**src/sv/assert_macros.svh**
```systemverilog
// Assertion macros shared by the allocator modules.
// Depends on nothing; each module includes it by bare file name.
`ifndef ASSERT_MACROS_SVH
`define ASSERT_MACROS_SVH
`define CHECK_IMPLIES(label, clk, rst, a, b) \
  label: assert property (@(posedge clk) disable iff (rst) (a) |-> (b)) \
    else $error("check failed");
`define CHECK_NEXT(label, clk, rst, a, b) \
  label: assert property (@(posedge clk) disable iff (rst) (a) |=> (b)) \
    else $error("check failed");
`endif

```
**src/sv/ffsa_pkg.sv**
```systemverilog
// Types and constants of the first-fit segment allocator.
// Depends on nothing.
package ffsa_pkg;
  localparam logic CMD_ALLOC   = 1'b0;
  localparam logic CMD_RELEASE = 1'b1;
  localparam logic [1:0] ST_OK      = 2'd0;
  localparam logic [1:0] ST_NOFIT   = 2'd1;
  localparam logic [1:0] ST_UNKNOWN = 2'd2;
  localparam logic REG_HEAP = 1'b0;
  localparam logic REG_BASE = 1'b1;
  localparam int CFG_WIDTH = 32;

  typedef struct packed {
    logic        command;
    logic [16:0] request_size;
    logic [31:0] release_address;
  } in_word_t;

  typedef struct packed {
    logic [31:0] granted_address;
    logic [1:0]  status;
  } out_word_t;

  typedef enum logic [3:0] {
    OP_NONE, OP_LOAD, OP_FIND, OP_SPLIT, OP_GRANT, OP_FAIL, OP_CARRY,
    OP_MARK, OP_MERGE, OP_RELDONE, OP_UNKNOWN, OP_NULL
  } op_t;

  typedef struct packed {
    logic scan_end;
    logic hit;
    logic can_split;
  } stat_t;
endpackage

```
**src/sv/ffsa_datapath.sv**
```systemverilog
// Segment table, scan index and result register of the allocator.
// Depends on ffsa_pkg and assert_macros.svh.
`include "assert_macros.svh"
module ffsa_datapath import ffsa_pkg::*; #(
  parameter int MAX_SEGMENTS = 64,
  parameter int HEADER_BYTES = 12,
  parameter int MAX_HEAP_BYTES = 65536
) (
  input  logic             clk,
  input  logic             rst,
  input  op_t              op,
  input  in_word_t         cmd,
  input  logic             cmd_load,
  input  logic             heap_load,
  input  logic [16:0]      heap_bytes,
  input  logic [31:0]      base_address,
  output stat_t            stat,
  output out_word_t        result
);
  localparam int IW = $clog2(MAX_SEGMENTS);
  localparam int CW = $clog2(MAX_SEGMENTS + 1);
  localparam logic [17:0] HDR = 18'(HEADER_BYTES);

  typedef struct packed {
    logic [16:0] start;
    logic [16:0] size;
    logic        free;
  } seg_t;

  seg_t          seg_mem [MAX_SEGMENTS];
  seg_t          rd;
  seg_t          cur;
  seg_t          acc;
  seg_t          wr_data;
  logic          wr_en;
  logic [IW-1:0] wr_addr;
  logic [CW-1:0] count;
  logic [CW-1:0] idx;
  logic [CW-1:0] idx_next;
  logic [CW-1:0] wp;
  logic [CW-1:0] hit_idx;
  in_word_t      req;
  logic [31:0]   heap_in;
  logic [17:0]   heap_sat;
  logic [16:0]   first_size;
  logic [31:0]   pay_addr;

  // The read word rd always holds the entry at idx; the merge pass sees the
  // released entry as free.
  always_comb begin
    pay_addr = base_address + 32'(rd.start) + 32'(HEADER_BYTES);
    stat.scan_end = (idx >= count);
    stat.hit = (req.command == CMD_ALLOC) ?
               (rd.free && rd.size >= req.request_size) :
               (pay_addr == req.release_address);
    stat.can_split = (18'(rd.size) > 18'(req.request_size) + HDR) &&
                     (count < CW'(MAX_SEGMENTS));
    cur = rd;
    if (idx == hit_idx) cur.free = 1'b1;

    heap_in = rst ? 32'd65536 : 32'(heap_bytes);
    heap_sat = (heap_in > 32'(MAX_HEAP_BYTES)) ? 18'(MAX_HEAP_BYTES) : 18'(heap_in);
    first_size = (heap_sat > HDR) ? 17'(heap_sat - HDR) : '0;

    unique case (op)
      OP_LOAD, OP_MARK: idx_next = '0;
      OP_FIND, OP_SPLIT, OP_CARRY, OP_MERGE: idx_next = idx + 1'b1;
      default: idx_next = idx;
    endcase

    wr_en = 1'b0;
    wr_addr = idx[IW-1:0];
    wr_data = rd;
    unique case (op)
      OP_SPLIT: begin
        wr_en = 1'b1;
        wr_data = '{start: rd.start, size: req.request_size, free: 1'b0};
      end
      OP_GRANT: begin
        wr_en = 1'b1;
        wr_data = '{start: rd.start, size: rd.size, free: 1'b0};
      end
      OP_CARRY: begin
        wr_en = 1'b1;
        wr_data = acc;
      end
      OP_MERGE: begin
        if (idx != '0 && !(acc.free && cur.free)) begin
          wr_en = 1'b1;
          wr_addr = wp[IW-1:0];
          wr_data = acc;
        end
      end
      OP_RELDONE: begin
        wr_en = 1'b1;
        wr_addr = wp[IW-1:0];
        wr_data = acc;
      end
      default: ;
    endcase
  end

  always_ff @(posedge clk) begin
    if (rst || heap_load) begin
      seg_mem[0] <= '{start: '0, size: first_size, free: 1'b1};
    end else if (wr_en) begin
      seg_mem[wr_addr] <= wr_data;
    end
    rd <= seg_mem[idx_next[IW-1:0]];
  end

  always_ff @(posedge clk) begin
    if (cmd_load) req <= cmd;
    if (rst) begin
      idx <= '0;
    end else begin
      idx <= idx_next;
    end
    if (rst || heap_load) begin
      count <= CW'(1);
    end else begin
      unique case (op)
        OP_MARK: begin
          hit_idx <= idx;
          wp <= '0;
        end
        OP_SPLIT: begin
          acc <= '{start: 17'(18'(rd.start) + HDR + 18'(req.request_size)),
                   size: 17'(18'(rd.size) - 18'(req.request_size) - HDR),
                   free: 1'b1};
        end
        OP_CARRY: begin
          if (stat.scan_end) count <= count + 1'b1;
          else acc <= rd;
        end
        OP_MERGE: begin
          if (idx == '0) begin
            acc <= cur;
          end else if (acc.free && cur.free) begin
            acc.size <= 17'(18'(acc.size) + 18'(cur.size) + HDR);
          end else begin
            wp <= wp + 1'b1;
            acc <= cur;
          end
        end
        OP_RELDONE: count <= wp + 1'b1;
        default: ;
      endcase
    end
    unique case (op)
      OP_SPLIT, OP_GRANT: result <= '{granted_address: pay_addr, status: ST_OK};
      OP_FAIL: result <= '{granted_address: '0, status: ST_NOFIT};
      OP_UNKNOWN: result <= '{granted_address: '0, status: ST_UNKNOWN};
      OP_RELDONE, OP_NULL: result <= '{granted_address: '0, status: ST_OK};
      default: ;
    endcase
  end

  `CHECK_IMPLIES(a_count_range, clk, rst, 1'b1,
                 count >= CW'(1) && count <= CW'(MAX_SEGMENTS))
  `CHECK_IMPLIES(a_split_room, clk, rst, op == OP_SPLIT,
                 count < CW'(MAX_SEGMENTS))
  `CHECK_NEXT(a_init_one, clk, rst, heap_load, count == CW'(1))
endmodule

```
**src/sv/ffsa_control.sv**
```systemverilog
// Command sequencer of the allocator: scan, split, release and merge steps.
// Depends on ffsa_pkg and assert_macros.svh.
`include "assert_macros.svh"
module ffsa_control import ffsa_pkg::*; (
  input  logic     clk,
  input  logic     rst,
  input  logic     start,
  input  in_word_t cmd,
  input  stat_t    stat,
  output op_t      op,
  output logic     cmd_load,
  output logic     busy,
  output logic     done
);
  typedef enum logic [2:0] {
    S_IDLE, S_FIND, S_CARRY, S_MERGE, S_OUT
  } state_t;
  state_t state;
  logic   is_rel;

  assign cmd_load = start && !busy;

  always_comb begin
    op = OP_NONE;
    unique case (state)
      S_IDLE: begin
        if (cmd_load) begin
          if (cmd.command == CMD_RELEASE && cmd.release_address == '0) op = OP_NULL;
          else op = OP_LOAD;
        end
      end
      S_FIND: begin
        if (stat.scan_end) op = is_rel ? OP_UNKNOWN : OP_FAIL;
        else if (stat.hit) begin
          if (is_rel) op = OP_MARK;
          else if (stat.can_split) op = OP_SPLIT;
          else op = OP_GRANT;
        end else op = OP_FIND;
      end
      S_CARRY: op = OP_CARRY;
      S_MERGE: op = stat.scan_end ? OP_RELDONE : OP_MERGE;
      S_OUT: op = OP_NONE;
      default: op = OP_NONE;
    endcase
  end

  always_ff @(posedge clk) begin
    if (rst) begin
      state <= S_IDLE;
      busy <= 1'b0;
      done <= 1'b0;
      is_rel <= 1'b0;
    end else begin
      done <= 1'b0;
      unique case (state)
        S_IDLE: if (op == OP_NULL) begin
          busy <= 1'b1;
          state <= S_OUT;
        end else if (op == OP_LOAD) begin
          busy <= 1'b1;
          is_rel <= (cmd.command == CMD_RELEASE);
          state <= S_FIND;
        end
        S_FIND: begin
          if (op == OP_MARK) state <= S_MERGE;
          else if (op == OP_SPLIT) state <= S_CARRY;
          else if (op != OP_FIND) state <= S_OUT;
        end
        S_CARRY: if (stat.scan_end) state <= S_OUT;
        S_MERGE: if (stat.scan_end) state <= S_OUT;
        S_OUT: begin
          done <= 1'b1;
          busy <= 1'b0;
          state <= S_IDLE;
        end
        default: state <= S_IDLE;
      endcase
    end
  end

  `CHECK_NEXT(a_out_done, clk, rst, state == S_OUT, done && !busy)
  `CHECK_IMPLIES(a_done_idle, clk, rst, done, state == S_IDLE)
  `CHECK_IMPLIES(a_idle_free, clk, rst, state == S_IDLE, !busy)
endmodule

```
**src/sv/first_fit_segment_allocator_unit.sv**
```systemverilog
// Top level of the first-fit segment allocator: registers, sequencer, datapath.
// Depends on ffsa_pkg, ffsa_control and ffsa_datapath.
//
//   channel  | signals                      | handshake
//   command  | start, busy, cmd             | taken when start and not busy
//   result   | done, result                 | one cycle strobe, no back-pressure
//   config   | cfg_we, cfg_index, cfg_data  | taken whenever cfg_we is high
//
// A null release goes straight to the result strobe. An allocate scans the table
// for the first free entry that fits, and a release scans it for the address:
// the scan steps one entry a cycle, and a split or a release adds one more pass
// over the table. The next word is taken while the strobe is high.
// Reset is synchronous and leaves one free segment spanning the heap; a write of
// heap_bytes does the same at its writing edge. Results cannot be held off.
module first_fit_segment_allocator_unit import ffsa_pkg::*; #(
  parameter int MAX_SEGMENTS = 64,
  parameter int HEADER_BYTES = 12,
  parameter int MAX_HEAP_BYTES = 65536
) (
  input  logic                 clk,
  input  logic                 rst,
  input  logic                 start,
  input  in_word_t             cmd,
  output logic                 busy,
  output logic                 done,
  output out_word_t            result,
  input  logic                 cfg_we,
  input  logic                 cfg_index,
  input  logic [CFG_WIDTH-1:0] cfg_data
);
  logic [31:0] base_address;
  logic        heap_load;
  op_t         op;
  stat_t       stat;
  logic        cmd_load;

  assign heap_load = cfg_we && cfg_index == REG_HEAP;

  always_ff @(posedge clk) begin
    if (rst) begin
      base_address <= '0;
    end else begin
      if (cfg_we && cfg_index == REG_BASE) base_address <= cfg_data;
    end
  end

  ffsa_control u_ctrl (
    .clk, .rst, .start, .cmd, .stat, .op, .cmd_load, .busy, .done
  );

  ffsa_datapath #(
    .MAX_SEGMENTS(MAX_SEGMENTS), .HEADER_BYTES(HEADER_BYTES),
    .MAX_HEAP_BYTES(MAX_HEAP_BYTES)
  ) u_dp (
    .clk, .rst, .op, .cmd, .cmd_load, .heap_load, .heap_bytes(cfg_data[16:0]),
    .base_address, .stat, .result
  );
endmodule

```
**config.mk**
```make
export PLATFORM = sky130hd
export DESIGN_NAME = first_fit_segment_allocator_unit
export DESIGN_NICKNAME = d
export VERILOG_FILES = /design/src/sv/ffsa_pkg.sv /design/src/sv/ffsa_datapath.sv /design/src/sv/ffsa_control.sv /design/src/sv/first_fit_segment_allocator_unit.sv
export VERILOG_INCLUDE_DIRS = /design/src /design/src/sv
export SDC_FILE = /design/constraint.sdc
export NUM_CORES = 2
export LEC_CHECK = 0
export BUFFER_PORTS_ARGS = -buffer_cell sky130_fd_sc_hd__buf_2
export CAP_MARGIN = 20
export CORE_UTILIZATION = 24
export DETAILED_ROUTE_END_ITERATION = 8
export SLEW_MARGIN = 20
export SYNTH_ARGS = -nofsm -noshare
export SYNTH_HDL_FRONTEND = slang
export SYNTH_SLANG_ARGS = --single-unit
export TNS_END_PERCENT = 100
```
**constraint.sdc**
```tcl
create_clock -name clk -period 32.8 [get_ports clk]
set_clock_uncertainty 0.2 [all_clocks]
set_input_delay 1.64 -clock clk [delete_from_list [all_inputs] [get_ports clk]]
set_output_delay 1.64 -clock clk [all_outputs]
set_load 0.1 [all_outputs]
```
==> qor.tcl <==
set qor(outcome) {finished, final reports clean}
set qor(min_path_type) {flip-flop to flip-flop}
set qor(fmaxAchievable_ghz) 0.09409
set qor(floorplan.die.height_um) 661.2
set qor(max_slew.worst_pin.slew_ps) 1183
set qor(finalCritPeriodShare_pct) 32.40
set qor(layout.nets) 8185
set qor(postSynthAreaPerCell_um2) 13.43
set qor(critical_path.most_common_cell) {sky130_fd_sc_hd__buf_4}
set qor(count_of_state_elements_after_synthesis) 2460
set qor(grt_usage_pct) 14.67
set qor(gp_congestion) 0.8345
set qor(cts-resized-gates) 0
set qor(final_setup_vio_count) 0
set qor(critical_path.max_fanout) 43
set qor(synthDominantCellAreaShare_pct) 68.32
set qor(cts_hold_buffers) 0
set qor(cpPeakStageDelay_ps) 950
set qor(synth_cell_types) 104
set qor(syn_inst) 7764
set qor(detail_route.wirelength_mm) 333.5
set qor(crit_required_ps) 33280
set qor(synth_simple_gate_area_share_pct) 12.33
set qor(count_of_buffers_from_port_buffering) 122
set qor(synthesis.yosys.warnings) 0
set qor(synthesis.nets) 8027
set qor(rsz0062_at_grt) {no}
set qor(finalSetupTns_ps) 0
set qor(hpwlAfterDp_mm) 182.6
set qor(fp.coreArea_mm2) 0.4318
set qor(end_kind) {flip-flop}
set qor(synth.area.top_cells) {sky130_fd_sc_hd__edfxtp_1 68%, sky130_fd_sc_hd__nand2_1 6.0%, sky130_fd_sc_hd__mux2i_1 3.7%, sky130_fd_sc_hd__nand3_1 3.4%, sky130_fd_sc_hd__ha_1 2.0%}
set qor(hold-worst-slack_ps) 257.0
set qor(finalMaxSlewViolations) 0
set qor(layout.cells.most_common) {sky130_fd_sc_hd__edfxtp_1}
set qor(area_enclosed_by_the_die_boundary_mm2) 0.4372
set qor(synthesis.area_mm2) 0.1043
set qor(synth_top_flop_cell) {sky130_fd_sc_hd__edfxtp_1}
set qor(grt_antenna_before_repair) 19
set qor(vias) 68190
set qor(clock-root-buffer) {sky130_fd_sc_hd__clkbuf_16}
set qor(grt_max_degree) 131
set qor(number_of_flops_mapped_to_enable_cells_by_yosys) 2373
set qor(routedWlPerCell_um) 24.10
set qor(maxCapViolCount) 0
set qor(route.detailed.drc) 0
set qor(clock_tree_from_tritoncts) {done}
set qor(critPathLaunchType) {flip-flop}
set qor(maxSlewHeadroom_pct) 20.68
set qor(drt_pre_antenna_iters) 6
set qor(period_needed_ps) 10630
set qor(synth_compound_gate_area_share_pct) 7.337
set qor(path_class) {flip-flop to flip-flop}
set qor(power_density_mw_per_mm2) 79.44
set qor(row_count) 241
set qor(crit_path_top_delay_cell) {sky130_fd_sc_hd__o21ai_4}
set qor(adder_cell_share_of_the_synthesized_area_pct) 2.162
set qor(ctsLongestPathBuffers) 4
set qor(tritoncts.num_buffers) 277
set qor(power.leakage_nw) 41.68
set qor(cts.sinks) 2460
set qor(layout_cells_sized_above_1_pct) 11.39
set qor(insertion_delay_ps) 970
set qor(yosysSeqAreaShare_pct) 69.99
set qor(clk_pin_slew_ps) 60
set qor(mostFrequentLayoutCells) {2373 x sky130_fd_sc_hd__edfxtp_1, 1652 x sky130_fd_sc_hd__nand2_1, 715 x sky130_fd_sc_hd__nand3_1}
set qor(die_width_um) 661.2
set qor(routed_via_density) 4.928
set qor(grt_overflow_total) 0
set qor(finalCoreUtilization_pct) 27.98
set qor(synth_xor_area_share_pct) 1.218
set qor(crit_arrival_ps) 11110
set qor(ctsHtreeMaxLevel) 5
set qor(drt_iter0_markers) 8724
set qor(timing.final.hold_violations) 0
set qor(area_delta_synth_final_pct) 15.82
set qor(synth_largest_area_cell) {sky130_fd_sc_hd__edfxtp_1}
set qor(final_antenna_net_count) 0
set qor(first_global_vias) 63540
set qor(yosys-mux-area-fraction_pct) 4.051
set qor(worst-r2r-setup-slack_ps) 22170
set qor(dominant_combinational_cell_family_by_area_after_synthesis) {simple AND/OR/NAND/NOR gates}
set qor(grt_pass1_wl_mm) 469.8
set qor(io_pins) 123
set qor(floorplan.initialDensity_pct) 24.16
set qor(max-vdd-ir-drop_v) 0.00009580
set qor(post_cts.repair.setup_buffers) 0
set qor(share_of_synthesized_flip_flops_with_an_asynchronous_set_or_reset_pct) 0
metrics by stage:
stage / cells / setup WS (ps) / area [um2] / power, mW
finish: 13840 / 22170 / 120800 / 9.598
global route: 13830 / 21830 / 120800 / 9.935
CTS: 13820 / 22320 / 120700 / 9.591
detailed placement: 13350 / 21710 / 112500 / 6.708
global placement: 13340 / 21840 / 112300 / 6.693
floorplan: 7764 / 21310 / 104300 / 5.767
per-layer routing:
metal  track usage [%]  share of wire, %  wire [um]
met2             23.30                45     150800
met4             5.653               4.0      13310
met5                 0             0.018         59
met1             19.65                41     136000
met3             2.962                10      33280
area by class of cell:
type,instances,area [um2]
fillers,43560,311000
flip-flops and latches,2460,73000
multi-input cells,4700,29410
clock buffers,366,7533
well taps,5710,7144
repair buffers,354,2451
clock inverters,105,754.5
inverters,129,484.2
diodes,13,32.53
synthesized netlist by cell type, drive strengths merged (11+ instances only):
master / n
a2111oi: 24
a211oi: 35
a21o: 31
a21oi: 219
a222oi: 18
a2bb2oi: 17
a311o: 11
a311oi: 86
a31o: 11
a31oi: 95
a32oi: 23
and2: 23
and3: 120
buf: 352
clkbuf: 123
dfxtp: 87
edfxtp: 2373
ha: 169
inv: 129
mux2i: 385
mux4: 12
nand2: 1656
nand2b: 15
nand3: 716
nand3b: 12
nand4: 53
nor2: 198
nor2b: 18
nor3: 61
nor4: 25
o211ai: 25
o21a: 14
o21ai: 126
o21bai: 22
o221a: 28
o221ai: 69
o22a: 18
o22ai: 58
o311ai: 16
o32a: 12
or3: 13
xnor2: 88
xor2: 36
power breakdown:
group / total (mW) / switching, mW / internal, mW
Clock: 2.90 / 1.22 / 1.68
Combinational: 2.98 / 2.04 / 0.943
Sequential: 3.72 / 0.120 / 3.60
critical path: cells and delay by family, from the launching register on:
family          cells  cell delay, ps
flops               1             820
simple gates        8            1590
fa+ha+maj           2             690
compound gates      9            4480
buf+inv             6            2410
kinds of logic (layout without fill, tap and decap cells):
family / count (synthesis) / count (layout)
compound gates: 1052 / 1052
xor+xnor: 132 / 132
fa+ha+maj: 176 / 176
buf+inv: 604 / 954
flops: 2460 / 2460
mux: 406 / 406
other cells: 0 / 13
simple gates: 2934 / 2934
worst paths after layout:
kind | start | end | depth (start not counted)
worst max register to register | u_dp.cur[20] | u_dp.cur[24] | 25
worst min register to register | base_address[2] | base_address[2] | 2
worst min-delay path | base_address[2] | base_address[2] | 2
worst max-delay path | u_dp.cur[20] | u_dp.cur[24] | 25
sequential cells by signal, indices dropped and copies added, names as in the netlist:
name,flops
base_address,32
u_ctrl.busy,1
u_ctrl.done,1
u_ctrl.is_rel,1
u_ctrl.state,3
u_dp.acc,35
u_dp.count,7
u_dp.cur,34
u_dp.hit_idx,7
u_dp.idx,7
u_dp.rd,1
u_dp.req,50
u_dp.result,34
u_dp.seg_mem,2240
u_dp.wp,7
Note: power is estimated with default switching activity, not from simulation.
